$ cat src/rtl/core/sis_pkg.sv
package sis_pkg;

   localparam int COORD_WIDTH = 16;

   // sign class of one cross product
   typedef enum logic [1:0] {
      ORIENT_COLLINEAR = 2'd0,
      ORIENT_POSITIVE  = 2'd1,
      ORIENT_NEGATIVE  = 2'd2
   } orient_type;

endpackage

$ cat src/rtl/core/sis_delta.sv
// Stage 1: coordinate differences for the four cross products, plus the
// bounding-box tests used in the collinear case.
module sis_delta #(
   parameter int COORD_WIDTH = sis_pkg::COORD_WIDTH
) (
   input  logic                          clock,
   input  logic                          ld,
   input  logic signed [COORD_WIDTH-1:0] a_x,
   input  logic signed [COORD_WIDTH-1:0] a_y,
   input  logic signed [COORD_WIDTH-1:0] b_x,
   input  logic signed [COORD_WIDTH-1:0] b_y,
   input  logic signed [COORD_WIDTH-1:0] c_x,
   input  logic signed [COORD_WIDTH-1:0] c_y,
   input  logic signed [COORD_WIDTH-1:0] d_x,
   input  logic signed [COORD_WIDTH-1:0] d_y,
   output logic signed [COORD_WIDTH:0]   dqy_ff [4],
   output logic signed [COORD_WIDTH:0]   drx_ff [4],
   output logic signed [COORD_WIDTH:0]   dqx_ff [4],
   output logic signed [COORD_WIDTH:0]   dry_ff [4],
   output logic [3:0]                    box_ff
);

   localparam int DW = COORD_WIDTH + 1;

   logic signed [COORD_WIDTH-1:0] px [4];
   logic signed [COORD_WIDTH-1:0] py [4];
   logic signed [COORD_WIDTH-1:0] qx [4];
   logic signed [COORD_WIDTH-1:0] qy [4];
   logic signed [COORD_WIDTH-1:0] rx [4];
   logic signed [COORD_WIDTH-1:0] ry [4];
   logic signed [DW-1:0]          dqy_in [4];
   logic signed [DW-1:0]          drx_in [4];
   logic signed [DW-1:0]          dqx_in [4];
   logic signed [DW-1:0]          dry_in [4];
   logic [3:0]                    box_in;

   // p inside the box spanned by q and r, edges included
   function automatic logic in_box(
      input logic signed [COORD_WIDTH-1:0] p_x, p_y, q_x, q_y, r_x, r_y
   );
      in_box = (p_x <= q_x || p_x <= r_x) && (p_x >= q_x || p_x >= r_x) &&
               (p_y <= q_y || p_y <= r_y) && (p_y >= q_y || p_y >= r_y);
   endfunction

   // triplets (p,q,r): (a,c,b) (a,d,b) (c,a,d) (c,b,d)
   assign px = '{a_x, a_x, c_x, c_x};
   assign py = '{a_y, a_y, c_y, c_y};
   assign qx = '{c_x, d_x, a_x, b_x};
   assign qy = '{c_y, d_y, a_y, b_y};
   assign rx = '{b_x, b_x, d_x, d_x};
   assign ry = '{b_y, b_y, d_y, d_y};

   always_comb begin
      for (int i = 0; i < 4; i++) begin
         dqy_in[i] = DW'(qy[i]) - DW'(py[i]);
         drx_in[i] = DW'(rx[i]) - DW'(qx[i]);
         dqx_in[i] = DW'(qx[i]) - DW'(px[i]);
         dry_in[i] = DW'(ry[i]) - DW'(qy[i]);
      end
      box_in[0] = in_box(c_x, c_y, a_x, a_y, b_x, b_y);
      box_in[1] = in_box(d_x, d_y, a_x, a_y, b_x, b_y);
      box_in[2] = in_box(a_x, a_y, c_x, c_y, d_x, d_y);
      box_in[3] = in_box(b_x, b_y, c_x, c_y, d_x, d_y);
   end

   always_ff @(posedge clock) begin
      if (ld) begin
         dqy_ff <= dqy_in;
         drx_ff <= drx_in;
         dqx_ff <= dqx_in;
         dry_ff <= dry_in;
         box_ff <= box_in;
      end
   end

endmodule

$ cat config.mk
export PLATFORM = sky130hd
export DESIGN_NAME = sis_delta
export DESIGN_NICKNAME = d
export VERILOG_FILES = /design/src/rtl/core/sis_pkg.sv /design/src/rtl/core/sis_delta.sv
export SDC_FILE = /design/constraint.sdc
export NUM_CORES = 1
export LEC_CHECK = 0
export ABC_AREA = 1
export BUFFER_PORTS_ARGS = -buffer_cell sky130_fd_sc_hd__buf_4
export CAP_MARGIN = 10
export CORE_MARGIN = 2
export CORE_UTILIZATION = 45
export DETAILED_ROUTE_END_ITERATION = 12
export GPL_TIMING_DRIVEN = 1
export PLACE_DENSITY = 0.66
export SYNTH_ARGS = -nofsm -noshare
export SYNTH_HDL_FRONTEND = slang
export SYNTH_SLANG_ARGS = --single-unit
export TNS_END_PERCENT = 50
$ cat constraint.sdc
create_clock -name clock -period 3.81 [get_ports clock]
set_input_delay 0.381 -clock clock [delete_from_list [all_inputs] [get_ports clock]]
set_output_delay 0.381 -clock clock [all_outputs]
set_load 0.02 [all_outputs]
* After elaboration in Yosys (flattened, before gate mapping)
Cells that the tools add are included.
** Storage, ports and cells
- Register bits after elaboration :: 208
- Input port bits :: 130
- Output and inout port bits :: 276
** Cells by class
- Add/sub/neg operators :: 12
- $lt $le $gt $ge :: 32
- Reductions and logical operators :: 28
** Operator list (number)
- $ge A16 B16 Y1 :: 16
- $le A16 B16 Y1 :: 16
- $sub A16 B16 Y17 :: 12
- $logic_or A1 B1 Y1 :: 16
- $logic_and A1 B1 Y1 :: 12

* Longest topological paths before layout
- Depth after elaboration :: 5
- Gate-level depth with buffers :: 17
- Mapped depth without buffers :: 16

* Worst setup path before layout
No wires, ideal clock.
- Kind :: input to register
- From :: input port b_x[0]
- To :: register dqx_ff[14] (netlist bit) (data pin)
- Library setup time :: 252 ps
- Arrival time :: 1799 ps
- Path slack :: 1758 ps
- Stages :: 11
- Cell sequence :: inv_1 ha_1 fa_1 o21ai_1 a21oi_1 o21bai_2 nand2_1 nand2_1 nand3_1 nand3_1 nand2_1
** RTL lines
- start, declared :: RTL line sis_delta.sv:10 : input logic signed [COORD_WIDTH-1:0] b_x,
- end signal, assigned :: RTL line sis_delta.sv:70 : dqx_ff <= dqx_in;
- end, declared :: RTL line sis_delta.sv:18 : output logic signed [COORD_WIDTH:0] dqx_ff [4],

* Worst setup path in the final report
- From :: input port a_y[15]
- To :: register box_ff[2] (data pin)
** Between the ends
- Cells in the longest elaborated chain, start to end :: 4
** Ends and longest elaborated chain
- start, declared :: RTL line sis_delta.sv:9 : input logic signed [COORD_WIDTH-1:0] a_y,
- $le A16 B16 Y1 :: RTL line sis_delta.sv:42 : (p_y <= q_y || p_y <= r_y) && (p_y >= q_y || p_y >= r_y);
- $logic_or A1 B1 Y1 :: RTL line sis_delta.sv:42
- $logic_and A1 B1 Y1 :: RTL line sis_delta.sv:41 : in_box = (p_x <= q_x || p_x <= r_x) && (p_x >= q_x || p_x >= r_x) &&
- $logic_and A1 B1 Y1 (*) :: RTL line sis_delta.sv:42
- via box_in[2] :: RTL line sis_delta.sv:35 : logic [3:0] box_in;
- end signal, assigned :: RTL line sis_delta.sv:72 : box_ff <= box_in;
- end, declared :: RTL line sis_delta.sv:20 : output logic [3:0] box_ff
The timed path passes the listed nets; every way through them passes the cells marked *.
A chain may end at the register's enable or synchronous reset.

==> qor.json <==
{
  "worst_hold_path": {
    "hp-class": "primary input to register"
  },
  "critical_path": {
    "crit_start_category": "primary input",
    "critical_path.endpoint_type": "register",
    "cp.arrival_ps": 2210,
    "slowest_delay_ps": 460,
    "timing.critical_path.cells": "buf_4 -> inv_1 -> ha_1 -> inv_1 -> nor4_2 -> nand2_1 -> nand3_1 -> nand2_1 -> inv_1 -> nand3_1 -> nand2_1 -> nor2_1",
    "timing.setup.critical_path_class": "primary input to register",
    "cpMaxStageDelayCell": "sky130_fd_sc_hd__ha_1",
    "timing.critical_path.fanout_max": 8,
    "critical_path_required_ps": 4110
  },
  "floorplanning": {
    "die_span_in_x_um": 201,
    "die_height_um": 201,
    "std_cell_rows": 72,
    "initial_utilization_pct": 45.5,
    "core_area_um2": 38600,
    "ios": 406,
    "fp.dieArea_um2": 40500
  },
  "detailed_routing": {
    "dr_wl_cell_um": 19.1,
    "detail_routed_via_count_per_cell": 5.05,
    "first_pass_iters": 7,
    "detail-route-antenna-nets": 0,
    "route.vias.total": 14700,
    "detailedRoute.firstIterationViolations": 718,
    "drcViolationCount": 0,
    "drt_wirelength_um": 55600
  },
  "layout": {
    "num-nets-final": 2720,
    "post-route-util_pct": 55.2,
    "final-instance-count-excl-fill": 2909,
    "syn2layout_area_growth_pct": 21.3,
    "fraction_of_layout_cells_with_a_size_suffix_above_1_pct": 22.1
  },
  "synth": {
    "synth_top_family_by_area": "simple AND/OR/NAND/NOR gates",
    "mux_cell_area_share_after_synthesis_pct": 0,
    "syn_inst": 2057,
    "yosys.area_share.adder_pct": 15.9,
    "synth_cell_types": 49,
    "syn-cell-area_um2": 17500,
    "yosys_register_bits": 204,
    "post_synth_and_or_nand_nor_area_fraction_pct": 16.4,
    "ys.flop_type": "sky130_fd_sc_hd__edfxtp_1",
    "avg_inst_size_synth_um2": 8.52,
    "syn-num-nets": 2403,
    "ys_seq_area_share_pct": 34.9,
    "postSynth.asyncResetShare_pct": 0,
    "synth_top_area_cell": "sky130_fd_sc_hd__edfxtp_1",
    "synth-edff-count": 204,
    "ys_warns": 0,
    "most_frequent_cell_after_synthesis": "sky130_fd_sc_hd__nand2_1",
    "compound_gate_fraction_of_synth_area_pct": 12.0,
    "netlist_top_cells_area": "sky130_fd_sc_hd__edfxtp_1 (35%), sky130_fd_sc_hd__ha_1 (15%), sky130_fd_sc_hd__nand2_1 (8.1%)",
    "most_frequent_cells_after_synthesis": "sky130_fd_sc_hd__nand2_1 (376), sky130_fd_sc_hd__inv_1 (330), sky130_fd_sc_hd__edfxtp_1 (204), sky130_fd_sc_hd__ha_1 (204), sky130_fd_sc_hd__nor2_1 (158)",
    "post-synth-top-area-fraction_pct": 34.9,
    "synth_xor_xnor_area_share_pct": 8.54
  },
  "sta": {
    "hold_viol_final": 0,
    "tmin_final_ps": 1910,
    "maxSlewHeadroom_pct": 59.0,
    "final-max-slew-violation-count": 0,
    "timing_worst_slew_pin_value_ps": 615,
    "max_freq_mhz": 524,
    "fin_crit_sh_pct": 50.1,
    "setup_repair_after_global_routing_missed_its_margin": "false",
    "hold_ws_ps": 295,
    "report.final.setup_viol": 0,
    "fin_tns_setup_ps": 0
  },
  "clock_tree": {
    "numCtsBuffers": 25,
    "cts_buffer_depth": 3,
    "cts_sinks": 204,
    "tritoncts": "done",
    "max_h_tree_level": 1,
    "cts-hold-fix-buffers": 0,
    "post-cts-setup-buffer-count": 0,
    "root_buffer": "sky130_fd_sc_hd__clkbuf_16",
    "cts_repair_resize_count": 0,
    "cts.clk_slew.worst_paths_ps": 60
  },
  "power": {
    "ir_drop_mv": 0.309,
    "powerDensity_nw_per_um2": 425,
    "power.leakage_nw": 10.5
  },
  "placed_design": {
    "gpl.final_weighted_congestion": 0.942,
    "dpl.hpwl_um": 46700,
    "placed_cells": 2865,
    "number_of_port_buffers": 405
  },
  "global_routing": {
    "grt_antenna_before_repair": 2,
    "grt.overflow.total": 0,
    "grt_max_degree": 75,
    "first_global_vias": 14300,
    "grt_first_pass_wirelength_um": 82200,
    "grt_use_total_pct": 26.6
  },
  "outcome": {
    "outcome": "completed"
  },
  "run": {
    "max_cap_violations": 0
  }
}
[layout make-up]
| type | count | area, um2 |
|---|---|---|
| diodes | 2 | 5.00 |
| clock buffers | 26 | 629 |
| clock inverters | 16 | 211 |
| fillers | 3596 | 17300 |
| inverters | 342 | 1280 |
| multi-input cells | 1393 | 9280 |
| flip-flops and latches | 204 | 6130 |
| well taps | 518 | 648 |
| repair buffers | 408 | 3080 |
[flip-flops by register name, summed over array words and instances (netlist names)]
signal  count
dqy_ff     50
dqx_ff     67
drx_ff     33
dry_ff     50
box_ff      4
[logic make-up after synthesis]
group | Yosys count
adders and majority gates | 216
buffers and inverters | 460
and+or+nand+nor | 665
AOI/OAI and AO/OA | 341
xor gates and xnor gates | 171
DFF | 204
[worst max-delay path: cells and delay by family]
kind	cells	cell delay, ps
adders and majority gates	1	460
buffers and inverters	4	500
and+or+nand+nor	7	860
[cell usage in the layout, fill, tap and decap left out, drive strengths merged, types with 11 or more instances in the layout]
master,count
a21oi,155
nor2,168
nand3,59
inv,342
o21ai,72
a21boi,13
xor2,135
o21bai,31
buf,407
fa,12
nand2,395
a21o,13
clkbuf,27
a31oi,11
nor3,17
ha,204
o211ai,28
xnor2,36
edfxtp,204
[routing by layer]
| metal | share of wire (%) | GRT usage, % | routed length, um | vias to the layer above |
|---|---|---|---|---|
| met5 | 0.034 | 0 | 19 | - |
| met4 | 3.4 | 9.06 | 1900 | 2 |
| met2 | 50 | 48.3 | 27600 | 590 |
| met3 | 6.8 | 4.57 | 3790 | 93 |
| met1 | 40 | 31.6 | 22400 | 6735 |
| li1 | - | - | - | 7282 |
[where the power goes]
| part | internal, W | total (W) | switching [W] | leakage, nW |
|---|---|---|---|---|
| Combinational | 0.00128 | 0.00336 | 0.00208 | 8.12 |
| Sequential | 0.00298 | 0.00319 | 0.000205 | 2.00 |
| Clock | 0.00153 | 0.00250 | 0.000973 | 0.411 |
[stage by stage]
stage,power (W),instance area (um2),setup slack [ps]
after floorplan,0.00532,17500,1760
after global placement,0.00658,20400,1370
after detailed placement,0.00658,20400,1330
after CTS,0.00911,21300,1910
after global routing,0.00947,21300,1730
final,0.00904,21300,1900
[worst paths after layout]
kind	from	endpoint	slack, ps	depth (start not counted)
worst max-delay path	a_y[15]	box_ff[2]	1900	12
worst min-delay path	c_x[0]	dqx_ff[0]	300	3
Note: power is estimated with default switching activity, not from simulation.
